--- config.mk ---
export PLATFORM = sky130hd
export DESIGN_NAME = sha256_stream_hasher_top_flat
export DESIGN_NICKNAME = d
export VERILOG_FILES = /design/src/sv/sha_pkg.sv /design/src/sv/sha_stream_if.sv /design/src/sv/sha256_stream_hasher_top.sv /design/src/sv/sha_sched.sv /design/src/sv/sha_core.sv /design/src/flat_wrapper.sv
export SDC_FILE = /design/constraint.sdc
export NUM_CORES = 2
export LEC_CHECK = 0
export BUFFER_PORTS_ARGS = -buffer_cell sky130_fd_sc_hd__clkbuf_2
export CAP_MARGIN = 5
export CELL_PAD_IN_SITES_DETAIL_PLACEMENT = 0
export CELL_PAD_IN_SITES_GLOBAL_PLACEMENT = 2
export CORE_UTILIZATION = 46
export CTS_CLUSTER_DIAMETER = 80
export DETAILED_ROUTE_END_ITERATION = 12
export GPL_TIMING_DRIVEN = 0
export MAX_ROUTING_LAYER = met4
export PLACE_DENSITY = 0.93
export SYNTH_ARGS = -nofsm -noshare
export SYNTH_HDL_FRONTEND = slang
export SYNTH_SLANG_ARGS = --single-unit
export TNS_END_PERCENT = 1
--- constraint.sdc ---
create_clock -name clk -period 33.7 [get_ports clk]
set_input_delay 1.685 -clock clk [delete_from_list [all_inputs] [get_ports clk]]
set_output_delay 1.685 -clock clk [all_outputs]
set_load 0.1 [all_outputs]
--- src/sv/sha_pkg.sv ---
// shared types, constants and tables for the sha-256 stream hasher
// used by the schedule, round core and top level; no dependencies
`default_nettype none

package sha_pkg;

  localparam logic [7:0] PAD_BYTE = 8'h80;
  localparam logic [5:0] LEN_POS  = 6'd56;
  localparam logic [5:0] LAST_POS = 6'd63;
  localparam logic [2:0] LAST_WORD = 3'd7;

  typedef enum logic [4:0] {
    ST_IDLE  = 5'b00001,
    ST_PAD   = 5'b00010,
    ST_ROUND = 5'b00100,
    ST_FOLD  = 5'b01000,
    ST_OUT   = 5'b10000
  } state_t;

  typedef struct packed {
    logic       shift_byte;
    logic [7:0] byte_val;
    logic       shift_word;
  } sched_ctrl_t;

  typedef struct packed {
    logic init;
    logic load;
    logic step;
    logic fold;
  } core_ctrl_t;

  function automatic logic [31:0] h_init(input logic [2:0] idx);
    logic [31:0] val;
    case (idx)
      3'd0:    val = 32'h6a09e667;
      3'd1:    val = 32'hbb67ae85;
      3'd2:    val = 32'h3c6ef372;
      3'd3:    val = 32'ha54ff53a;
      3'd4:    val = 32'h510e527f;
      3'd5:    val = 32'h9b05688c;
      3'd6:    val = 32'h1f83d9ab;
      default: val = 32'h5be0cd19;
    endcase
    return val;
  endfunction

  function automatic logic [31:0] round_k(input logic [5:0] idx);
    logic [31:0] val;
    case (idx)
      6'd0:  val = 32'h428a2f98;  6'd1:  val = 32'h71374491;
      6'd2:  val = 32'hb5c0fbcf;  6'd3:  val = 32'he9b5dba5;
      6'd4:  val = 32'h3956c25b;  6'd5:  val = 32'h59f111f1;
      6'd6:  val = 32'h923f82a4;  6'd7:  val = 32'hab1c5ed5;
      6'd8:  val = 32'hd807aa98;  6'd9:  val = 32'h12835b01;
      6'd10: val = 32'h243185be;  6'd11: val = 32'h550c7dc3;
      6'd12: val = 32'h72be5d74;  6'd13: val = 32'h80deb1fe;
      6'd14: val = 32'h9bdc06a7;  6'd15: val = 32'hc19bf174;
      6'd16: val = 32'he49b69c1;  6'd17: val = 32'hefbe4786;
      6'd18: val = 32'h0fc19dc6;  6'd19: val = 32'h240ca1cc;
      6'd20: val = 32'h2de92c6f;  6'd21: val = 32'h4a7484aa;
      6'd22: val = 32'h5cb0a9dc;  6'd23: val = 32'h76f988da;
      6'd24: val = 32'h983e5152;  6'd25: val = 32'ha831c66d;
      6'd26: val = 32'hb00327c8;  6'd27: val = 32'hbf597fc7;
      6'd28: val = 32'hc6e00bf3;  6'd29: val = 32'hd5a79147;
      6'd30: val = 32'h06ca6351;  6'd31: val = 32'h14292967;
      6'd32: val = 32'h27b70a85;  6'd33: val = 32'h2e1b2138;
      6'd34: val = 32'h4d2c6dfc;  6'd35: val = 32'h53380d13;
      6'd36: val = 32'h650a7354;  6'd37: val = 32'h766a0abb;
      6'd38: val = 32'h81c2c92e;  6'd39: val = 32'h92722c85;
      6'd40: val = 32'ha2bfe8a1;  6'd41: val = 32'ha81a664b;
      6'd42: val = 32'hc24b8b70;  6'd43: val = 32'hc76c51a3;
      6'd44: val = 32'hd192e819;  6'd45: val = 32'hd6990624;
      6'd46: val = 32'hf40e3585;  6'd47: val = 32'h106aa070;
      6'd48: val = 32'h19a4c116;  6'd49: val = 32'h1e376c08;
      6'd50: val = 32'h2748774c;  6'd51: val = 32'h34b0bcb5;
      6'd52: val = 32'h391c0cb3;  6'd53: val = 32'h4ed8aa4a;
      6'd54: val = 32'h5b9cca4f;  6'd55: val = 32'h682e6ff3;
      6'd56: val = 32'h748f82ee;  6'd57: val = 32'h78a5636f;
      6'd58: val = 32'h84c87814;  6'd59: val = 32'h8cc70208;
      6'd60: val = 32'h90befffa;  6'd61: val = 32'ha4506ceb;
      6'd62: val = 32'hbef9a3f7;
      default: val = 32'hc67178f2;
    endcase
    return val;
  endfunction

endpackage

`default_nettype wire

--- src/sv/sha_stream_if.sv ---
// valid/ready channel interfaces for message items and digest items
// depends on nothing
`default_nettype none

interface sha_in_if;
  logic       valid;
  logic       ready;
  logic       action;
  logic [7:0] data_byte;

  modport source (output valid, output action, output data_byte, input ready);
  modport sink   (input valid, input action, input data_byte, output ready);
endinterface

interface sha_out_if;
  logic        valid;
  logic        ready;
  logic [31:0] digest_word;
  logic [2:0]  word_index;
  logic        last_word;

  modport source (output valid, output digest_word, output word_index, output last_word,
                  input ready);
  modport sink   (input valid, input digest_word, input word_index, input last_word,
                  output ready);
endinterface

`default_nettype wire

--- src/sv/sha256_stream_hasher_top.sv ---
// sha-256 stream hasher: sequencer, length count and digest output register
// depends on sha_pkg, sha_stream_if, sha_sched and sha_core
//
// usage
//   msg channel (sha_in_if): one item per byte, action 0 absorbs data_byte,
//   action 1 finishes the message. digest channel (sha_out_if): eight items
//   per finish, digest_word in big-endian order, word_index 0..7, last_word
//   on the eighth.
//   a data byte is taken when msg.valid and msg.ready are both high; the 64th
//   byte of a block starts the compression, 64 rounds on the shared round
//   unit and then a fold, and msg.ready stays low until the fold is done.
//   finish streams the padding one byte per cycle through the block buffer
//   to close the block and then compresses it, and when more than 55 bytes
//   were pending a second block is padded and compressed. the first digest
//   word is loaded in ST_OUT after the last fold and is registered, then
//   one word a cycle while the receiver takes them.
//   the output register lets the receiver stall; the word waits and the
//   next one is loaded only when the current one is taken. after the last
//   word is loaded the hasher is back in its initial state and takes items.
//   rst (synchronous) loads the initial hash values, clears the bit count
//   and fill count and drops digest.valid.
`default_nettype none

module sha256_stream_hasher_top (
  input  logic      clk,
  input  logic      rst,
  sha_in_if.sink    msg,
  sha_out_if.source digest
);
  import sha_pkg::*;

  state_t      state;
  state_t      state_next;
  logic [5:0]  fill_count;
  logic [63:0] message_bits;
  logic [5:0]  round_idx;
  logic [2:0]  word_idx;
  logic        finishing;
  logic        len_ok;
  logic        pad_mark;

  logic        out_valid;
  logic [31:0] out_word;
  logic [2:0]  out_index;
  logic        out_last;

  logic        in_fire;
  logic        out_slot;
  logic        emit;
  logic [63:0] len_shift;
  logic [7:0]  pad_byte;
  logic [31:0] chain_word;

  sched_ctrl_t sched_ctrl;
  core_ctrl_t  core_ctrl;
  logic [31:0] w_word;

  assign msg.ready = (state == ST_IDLE);
  assign in_fire   = msg.valid && msg.ready;
  assign out_slot  = !out_valid || digest.ready;
  assign emit      = (state == ST_OUT) && out_slot;

  assign digest.valid       = out_valid;
  assign digest.digest_word = out_word;
  assign digest.word_index  = out_index;
  assign digest.last_word   = out_last;

  // length bytes go out most significant first at positions 56..63
  assign len_shift = message_bits << {fill_count[2:0], 3'b000};

  always_comb begin
    if (pad_mark) begin
      pad_byte = PAD_BYTE;
    end else if (len_ok && (fill_count >= LEN_POS)) begin
      pad_byte = len_shift[63:56];
    end else begin
      pad_byte = 8'h00;
    end
  end

  always_comb begin
    sched_ctrl.shift_byte = (in_fire && !msg.action) || (state == ST_PAD);
    sched_ctrl.byte_val   = (state == ST_PAD) ? pad_byte : msg.data_byte;
    sched_ctrl.shift_word = (state == ST_ROUND);
    core_ctrl.init = emit && (word_idx == LAST_WORD);
    core_ctrl.load = sched_ctrl.shift_byte && (fill_count == LAST_POS);
    core_ctrl.step = (state == ST_ROUND);
    core_ctrl.fold = (state == ST_FOLD);
  end

  always_comb begin
    state_next = state;
    case (state)
      ST_IDLE: begin
        if (in_fire) begin
          if (msg.action) begin
            state_next = ST_PAD;
          end else if (fill_count == LAST_POS) begin
            state_next = ST_ROUND;
          end
        end
      end
      ST_PAD: begin
        if (fill_count == LAST_POS) state_next = ST_ROUND;
      end
      ST_ROUND: begin
        if (round_idx == LAST_POS) state_next = ST_FOLD;
      end
      ST_FOLD: begin
        if (finishing && len_ok) begin
          state_next = ST_OUT;
        end else if (finishing) begin
          state_next = ST_PAD;
        end else begin
          state_next = ST_IDLE;
        end
      end
      ST_OUT: begin
        if (emit && (word_idx == LAST_WORD)) state_next = ST_IDLE;
      end
      default: state_next = ST_IDLE;
    endcase
  end

  always_ff @(posedge clk) begin
    if (rst) begin
      state        <= ST_IDLE;
      fill_count   <= '0;
      message_bits <= '0;
      round_idx    <= '0;
      word_idx     <= '0;
      finishing    <= 1'b0;
      len_ok       <= 1'b0;
      pad_mark     <= 1'b0;
      out_valid    <= 1'b0;
    end else begin
      state <= state_next;
      if (sched_ctrl.shift_byte) fill_count <= fill_count + 6'd1;
      if (state == ST_ROUND) round_idx <= round_idx + 6'd1;
      if (state == ST_PAD) pad_mark <= 1'b0;
      if (in_fire && !msg.action) begin
        message_bits <= message_bits + 64'd8;
      end
      if (in_fire && msg.action) begin
        finishing <= 1'b1;
        len_ok    <= (fill_count < LEN_POS);
        pad_mark  <= 1'b1;
      end
      if ((state == ST_FOLD) && finishing && !len_ok) len_ok <= 1'b1;
      if (emit) begin
        out_valid <= 1'b1;
        word_idx  <= word_idx + 3'd1;
      end else if (digest.ready) begin
        out_valid <= 1'b0;
      end
      if (core_ctrl.init) begin
        message_bits <= '0;
        finishing    <= 1'b0;
        len_ok       <= 1'b0;
      end
    end
  end

  always_ff @(posedge clk) begin
    if (emit) begin
      out_word  <= chain_word;
      out_index <= word_idx;
      out_last  <= (word_idx == LAST_WORD);
    end
  end

  sha_sched u_sched (
    .clk    (clk),
    .ctrl   (sched_ctrl),
    .w_word (w_word)
  );

  sha_core u_core (
    .clk        (clk),
    .rst        (rst),
    .ctrl       (core_ctrl),
    .round_idx  (round_idx),
    .w_word     (w_word),
    .rd_idx     (word_idx),
    .chain_word (chain_word)
  );

endmodule

`default_nettype wire

--- src/sv/sha_sched.sv ---
// block buffer and message schedule window, 16 words as one shift line
// bytes shift in during intake, words shift out one per round; uses sha_pkg
`default_nettype none

module sha_sched (
  input  logic                clk,
  input  sha_pkg::sched_ctrl_t ctrl,
  output logic [31:0]         w_word
);
  import sha_pkg::*;

  logic [15:0][31:0] win;
  logic [31:0]       w_new;

  function automatic logic [31:0] rotr(input logic [31:0] x, input int n);
    return (x >> n) | (x << (32 - n));
  endfunction

  function automatic logic [31:0] sig0(input logic [31:0] x);
    return rotr(x, 7) ^ rotr(x, 18) ^ (x >> 3);
  endfunction

  function automatic logic [31:0] sig1(input logic [31:0] x);
    return rotr(x, 17) ^ rotr(x, 19) ^ (x >> 10);
  endfunction

  // win[15] is the oldest word of the window
  assign w_word = win[15];
  assign w_new  = sig1(win[1]) + win[6] + sig0(win[14]) + win[15];

  always_ff @(posedge clk) begin
    if (ctrl.shift_byte) begin
      win <= {win[15][23:0], win[14:0], ctrl.byte_val};
    end else if (ctrl.shift_word) begin
      win <= {win[14:0], w_new};
    end
  end

endmodule

`default_nettype wire

--- src/sv/sha_core.sv ---
// sha-256 round unit with working variables and chaining words
// one round per step, fold adds the working set into the chain; uses sha_pkg
`default_nettype none

module sha_core (
  input  logic               clk,
  input  logic               rst,
  input  sha_pkg::core_ctrl_t ctrl,
  input  logic [5:0]         round_idx,
  input  logic [31:0]        w_word,
  input  logic [2:0]         rd_idx,
  output logic [31:0]        chain_word
);
  import sha_pkg::*;

  logic [31:0] chain [8];
  logic [31:0] v     [8];
  logic [31:0] t1;
  logic [31:0] t2;

  function automatic logic [31:0] rotr(input logic [31:0] x, input int n);
    return (x >> n) | (x << (32 - n));
  endfunction

  function automatic logic [31:0] big0(input logic [31:0] x);
    return rotr(x, 2) ^ rotr(x, 13) ^ rotr(x, 22);
  endfunction

  function automatic logic [31:0] big1(input logic [31:0] x);
    return rotr(x, 6) ^ rotr(x, 11) ^ rotr(x, 25);
  endfunction

  assign t1 = v[7] + big1(v[4]) + ((v[4] & v[5]) ^ (~v[4] & v[6]))
            + round_k(round_idx) + w_word;
  assign t2 = big0(v[0]) + ((v[0] & v[1]) ^ (v[0] & v[2]) ^ (v[1] & v[2]));

  assign chain_word = chain[rd_idx];

  always_ff @(posedge clk) begin
    if (rst || ctrl.init) begin
      for (int i = 0; i < 8; i++) chain[i] <= h_init(3'(i));
    end else if (ctrl.fold) begin
      for (int i = 0; i < 8; i++) chain[i] <= chain[i] + v[i];
    end
  end

  always_ff @(posedge clk) begin
    if (ctrl.load) begin
      for (int i = 0; i < 8; i++) v[i] <= chain[i];
    end else if (ctrl.step) begin
      v[7] <= v[6];
      v[6] <= v[5];
      v[5] <= v[4];
      v[4] <= v[3] + t1;
      v[3] <= v[2];
      v[2] <= v[1];
      v[1] <= v[0];
      v[0] <= t1 + t2;
    end
  end

endmodule

`default_nettype wire

--- src/flat_wrapper.sv ---
// flat-port wrapper written by rule: the top's interface ports become plain ports
module sha256_stream_hasher_top_flat import sha_pkg::*;
  (clk, rst, msg_valid, msg_action, msg_data_byte, msg_ready, digest_valid, digest_digest_word, digest_word_index, digest_last_word, digest_ready);
  sha_in_if msg_i ();
  sha_out_if digest_i ();
  input  logic clk;
  input  logic rst;
  input wire logic [$bits(msg_i.valid)-1:0] msg_valid;
  input wire logic [$bits(msg_i.action)-1:0] msg_action;
  input wire logic [$bits(msg_i.data_byte)-1:0] msg_data_byte;
  output wire logic [$bits(msg_i.ready)-1:0] msg_ready;
  output wire logic [$bits(digest_i.valid)-1:0] digest_valid;
  output wire logic [$bits(digest_i.digest_word)-1:0] digest_digest_word;
  output wire logic [$bits(digest_i.word_index)-1:0] digest_word_index;
  output wire logic [$bits(digest_i.last_word)-1:0] digest_last_word;
  input wire logic [$bits(digest_i.ready)-1:0] digest_ready;
  assign msg_i.valid = msg_valid;
  assign msg_i.action = msg_action;
  assign msg_i.data_byte = msg_data_byte;
  assign msg_ready = msg_i.ready;
  assign digest_valid = digest_i.valid;
  assign digest_digest_word = digest_i.digest_word;
  assign digest_word_index = digest_i.word_index;
  assign digest_last_word = digest_i.last_word;
  assign digest_i.ready = digest_ready;
  sha256_stream_hasher_top u_core (.clk(clk), .rst(rst), .msg(msg_i), .digest(digest_i));
endmodule
==> reports/qor.csv <==
metric;value;unit
setup_viol;0;
numPortBuffers;50;
clock_latency;0.80;ns
clock-sinks;1177;
ys.flop_type;edfxtp_1;
cts_root_buf;clkbuf_16;
setup.worst_path.start;u_core.u_core.v[1][26];
drv_slew;0;
nFillCells;15300;
ys_warn_count;0;
cts_buffer_depth;3;
antenna_found_initial;13;
outcome;finished, violations left;
period_share;28.2;%
cp.required;34.21;ns
r2r-start;u_core.u_core.v[1][26];
grt_overflow;0;
r2r_end;u_core.u_core.v[0][31];
cts_buffers;142;
synth_top_area_share;41.6;%
syn2layout_area_growth;10.8;%
htreeDepth;4;
p_leak;34.6;nW
drc_errors;14;
cts_resized;0;
crit_fanout;5;
ys_seq_area_share;44.7;%
slew_headroom;1.65;%
min_path_type;flip-flop to flip-flop;
hold_buffers;0;
wl_per_cell;26.2;um
rows;149;
met2_usage;49.5;%
chipHeight;410;um
yosysTopAreaCell;edfxtp_1;
vias;61400;
ys_ff_latch;1177;
reg2reg_setup_slack;24.18;ns
fin_util;51.3;%
die_x;410;um
ant_nets;0;
synth_area;0.0765;mm^2
met3_usage;4.99;%
final_cells;10600;
synthCells;8041;
vdd_drop_max;59.1;uV
yosys-top-cells-area;edfxtp_1, nand2_1, ha_1, fa_1, xnor2_1;
postSynthNetCount;8643;
cts_tree;done;
worstRegToRegCells;33;
dr.pass1.iters;10;
grt_pass1_vias;59300;
post_cts_buffers;0;
synth_area_per_cell;9.51;um^2
core_area;0.165;mm^2
grt_pass1_wl;400000;um
met1_usage;46.6;%
cp-endpoint;u_core.u_core.v[0][31];
grt_max_degree;69;
synth_edf_count;1060;
ys_types;101;
drtIter0Drc;6607;
critPathCaptureType;flip-flop;
post_drt_via_cell_ratio;5.81;
violations;DRC;
arrival;10.03;ns
cap_violations;0;
critPathSlowestCell;o41ai_1;
gr-usage-all-layers;33.6;%
hold_viol_final;0;
slowest_delay;0.89;ns
initial_core_util;46.3;%
postSynth.asyncResetShare;0;%
gp_congestion;0.984;
final_nets;8867;
critPathKind;flip-flop to flip-flop;
fmax;105;MHz
dieArea;0.168;mm^2
fin_skew;0.0347;ns
tightest_slew;1.48;ns
dp_hpwl;216000;um
synth.most_common_cell;nand2_1;
crit_path_start_kind;flip-flop;
yosys-top-cells-count;nand2_1, edfxtp_1, ha_1, a21oi_1, xnor2_1;
busiest_layer;met2;
placed_cells_incl_taps;10300;
clk_pin_slew;0.06;ns
io_pins;51;
power.density;60.9;mW/mm^2
rsz0062_at_grt;false;
drive_above_1_share;6.15;%
wl;277000;um
period_needed;9.52;ns
==> kinds of logic (layout without fill, tap and decap cells) <==
family,after synthesis,in the layout,share of synthesized area [%]
AO/OA/AOI/OAI,1422,1422,11.6
XOR/XNOR,608,608,6.99
adder cells (fa/ha/maj),593,593,11.6
buffers and inverters,765,1101,3.83
flip-flops,1177,1177,44.7
multiplexers,155,155,3.41
other,0,5,0
AND/OR/NAND/NOR,3321,3321,17.9
==> routing by layer <==
layer	vias up	part of all wire, %
li1	28200	-
met1	30100	44
met2	2579	44
met3	494	7.9
met4	0	4.3
met5	-	0
==> stage by stage <==
| step | instance area (um^2) | hold WS [ns] | power (mW) | TNS, ns | worst slack (ns) |
|---|---|---|---|---|---|
| floorplan | 76500 | 0.435 | 3.08 | 0 | 12.27 |
| global placement | 79500 | 0.450 | 3.65 | -15.80 | -0.112 |
| detailed placement | 80200 | 0.471 | 3.60 | 0 | 24.21 |
| CTS | 84700 | 0.478 | 5.14 | 0 | 24.19 |
| global route | 84700 | 0.497 | 5.40 | 0 | 23.89 |
| finish | 84700 | 0.478 | 5.16 | 0 | 24.18 |
==> cells in the final DEF, fill, tap and decap left out, drive strengths merged, types with 208 or more instances in the layout <==
cell type  instances
inv              354
nor2             367
nand2           2446
ha               394
xnor2            391
clkbuf           601
o21ai            398
edfxtp          1060
a21o             208
a21oi            391
xor2             216
==> state kept, by name, indices dropped and copies added, names as in the netlist, named ones only <==
name,count
u_core.u_core.v,256
u_core.len_ok,1
u_core.message_bits,61
u_core.u_sched.w_word,32
u_core.u_sched.win,480
u_core.digest.digest_word,32
u_core.fill_count,6
u_core.digest.valid,1
u_core.word_idx,3
u_core.u_core.chain,256
u_core.digest.last_word,1
u_core.digest.word_index,3
u_core.round_idx,6
u_core.finishing,1
u_core.state,5
u_core.pad_mark,1
==> power breakdown <==
part | internal [mW] | switching (mW) | total [mW]
Sequential | 1.78 | 0.0944 | 1.87
Clock | 0.865 | 0.663 | 1.53
Combinational | 0.638 | 1.12 | 1.76
==> worst max-delay path: cells and delay by family, from the launching register on <==
kind	cells	cell delay, ns
AOI/OAI and AO/OA	14	3.88
xor gates and xnor gates	4	0.74
adders and majority gates	6	2.57
buffers and inverters	5	0.87
DFF	1	0.40
and+or+nand+nor	4	0.76
==> how the worst min path moves through the flow <==
| stage | to | from | cells after the start |
|---|---|---|---|
| floorplan | u_core.digest.word_index[2] | u_core.word_idx[2] | 0 |
| global placement | u_core.finishing | u_core.finishing | 2 |
| detailed placement | u_core.finishing | u_core.finishing | 2 |
| CTS | u_core.finishing | u_core.finishing | 2 |
| global route | u_core.finishing | u_core.finishing | 2 |
| finish | u_core.finishing | u_core.finishing | 2 |
==> final cells by class <==
class,count,area (um^2),area share (%)
inverters,342,1280,1.52
flip-flops and latches,1177,34200,40.3
plain buffers,423,1660,1.96
well taps,2189,2740,3.23
diodes,5,12.5,0.0148
clock buffers,174,3780,4.46
clock inverters,82,721,0.851
multi-input cells,6099,39400,46.5
repair buffers,80,942,1.11
(Power assumes the default switching activity.)
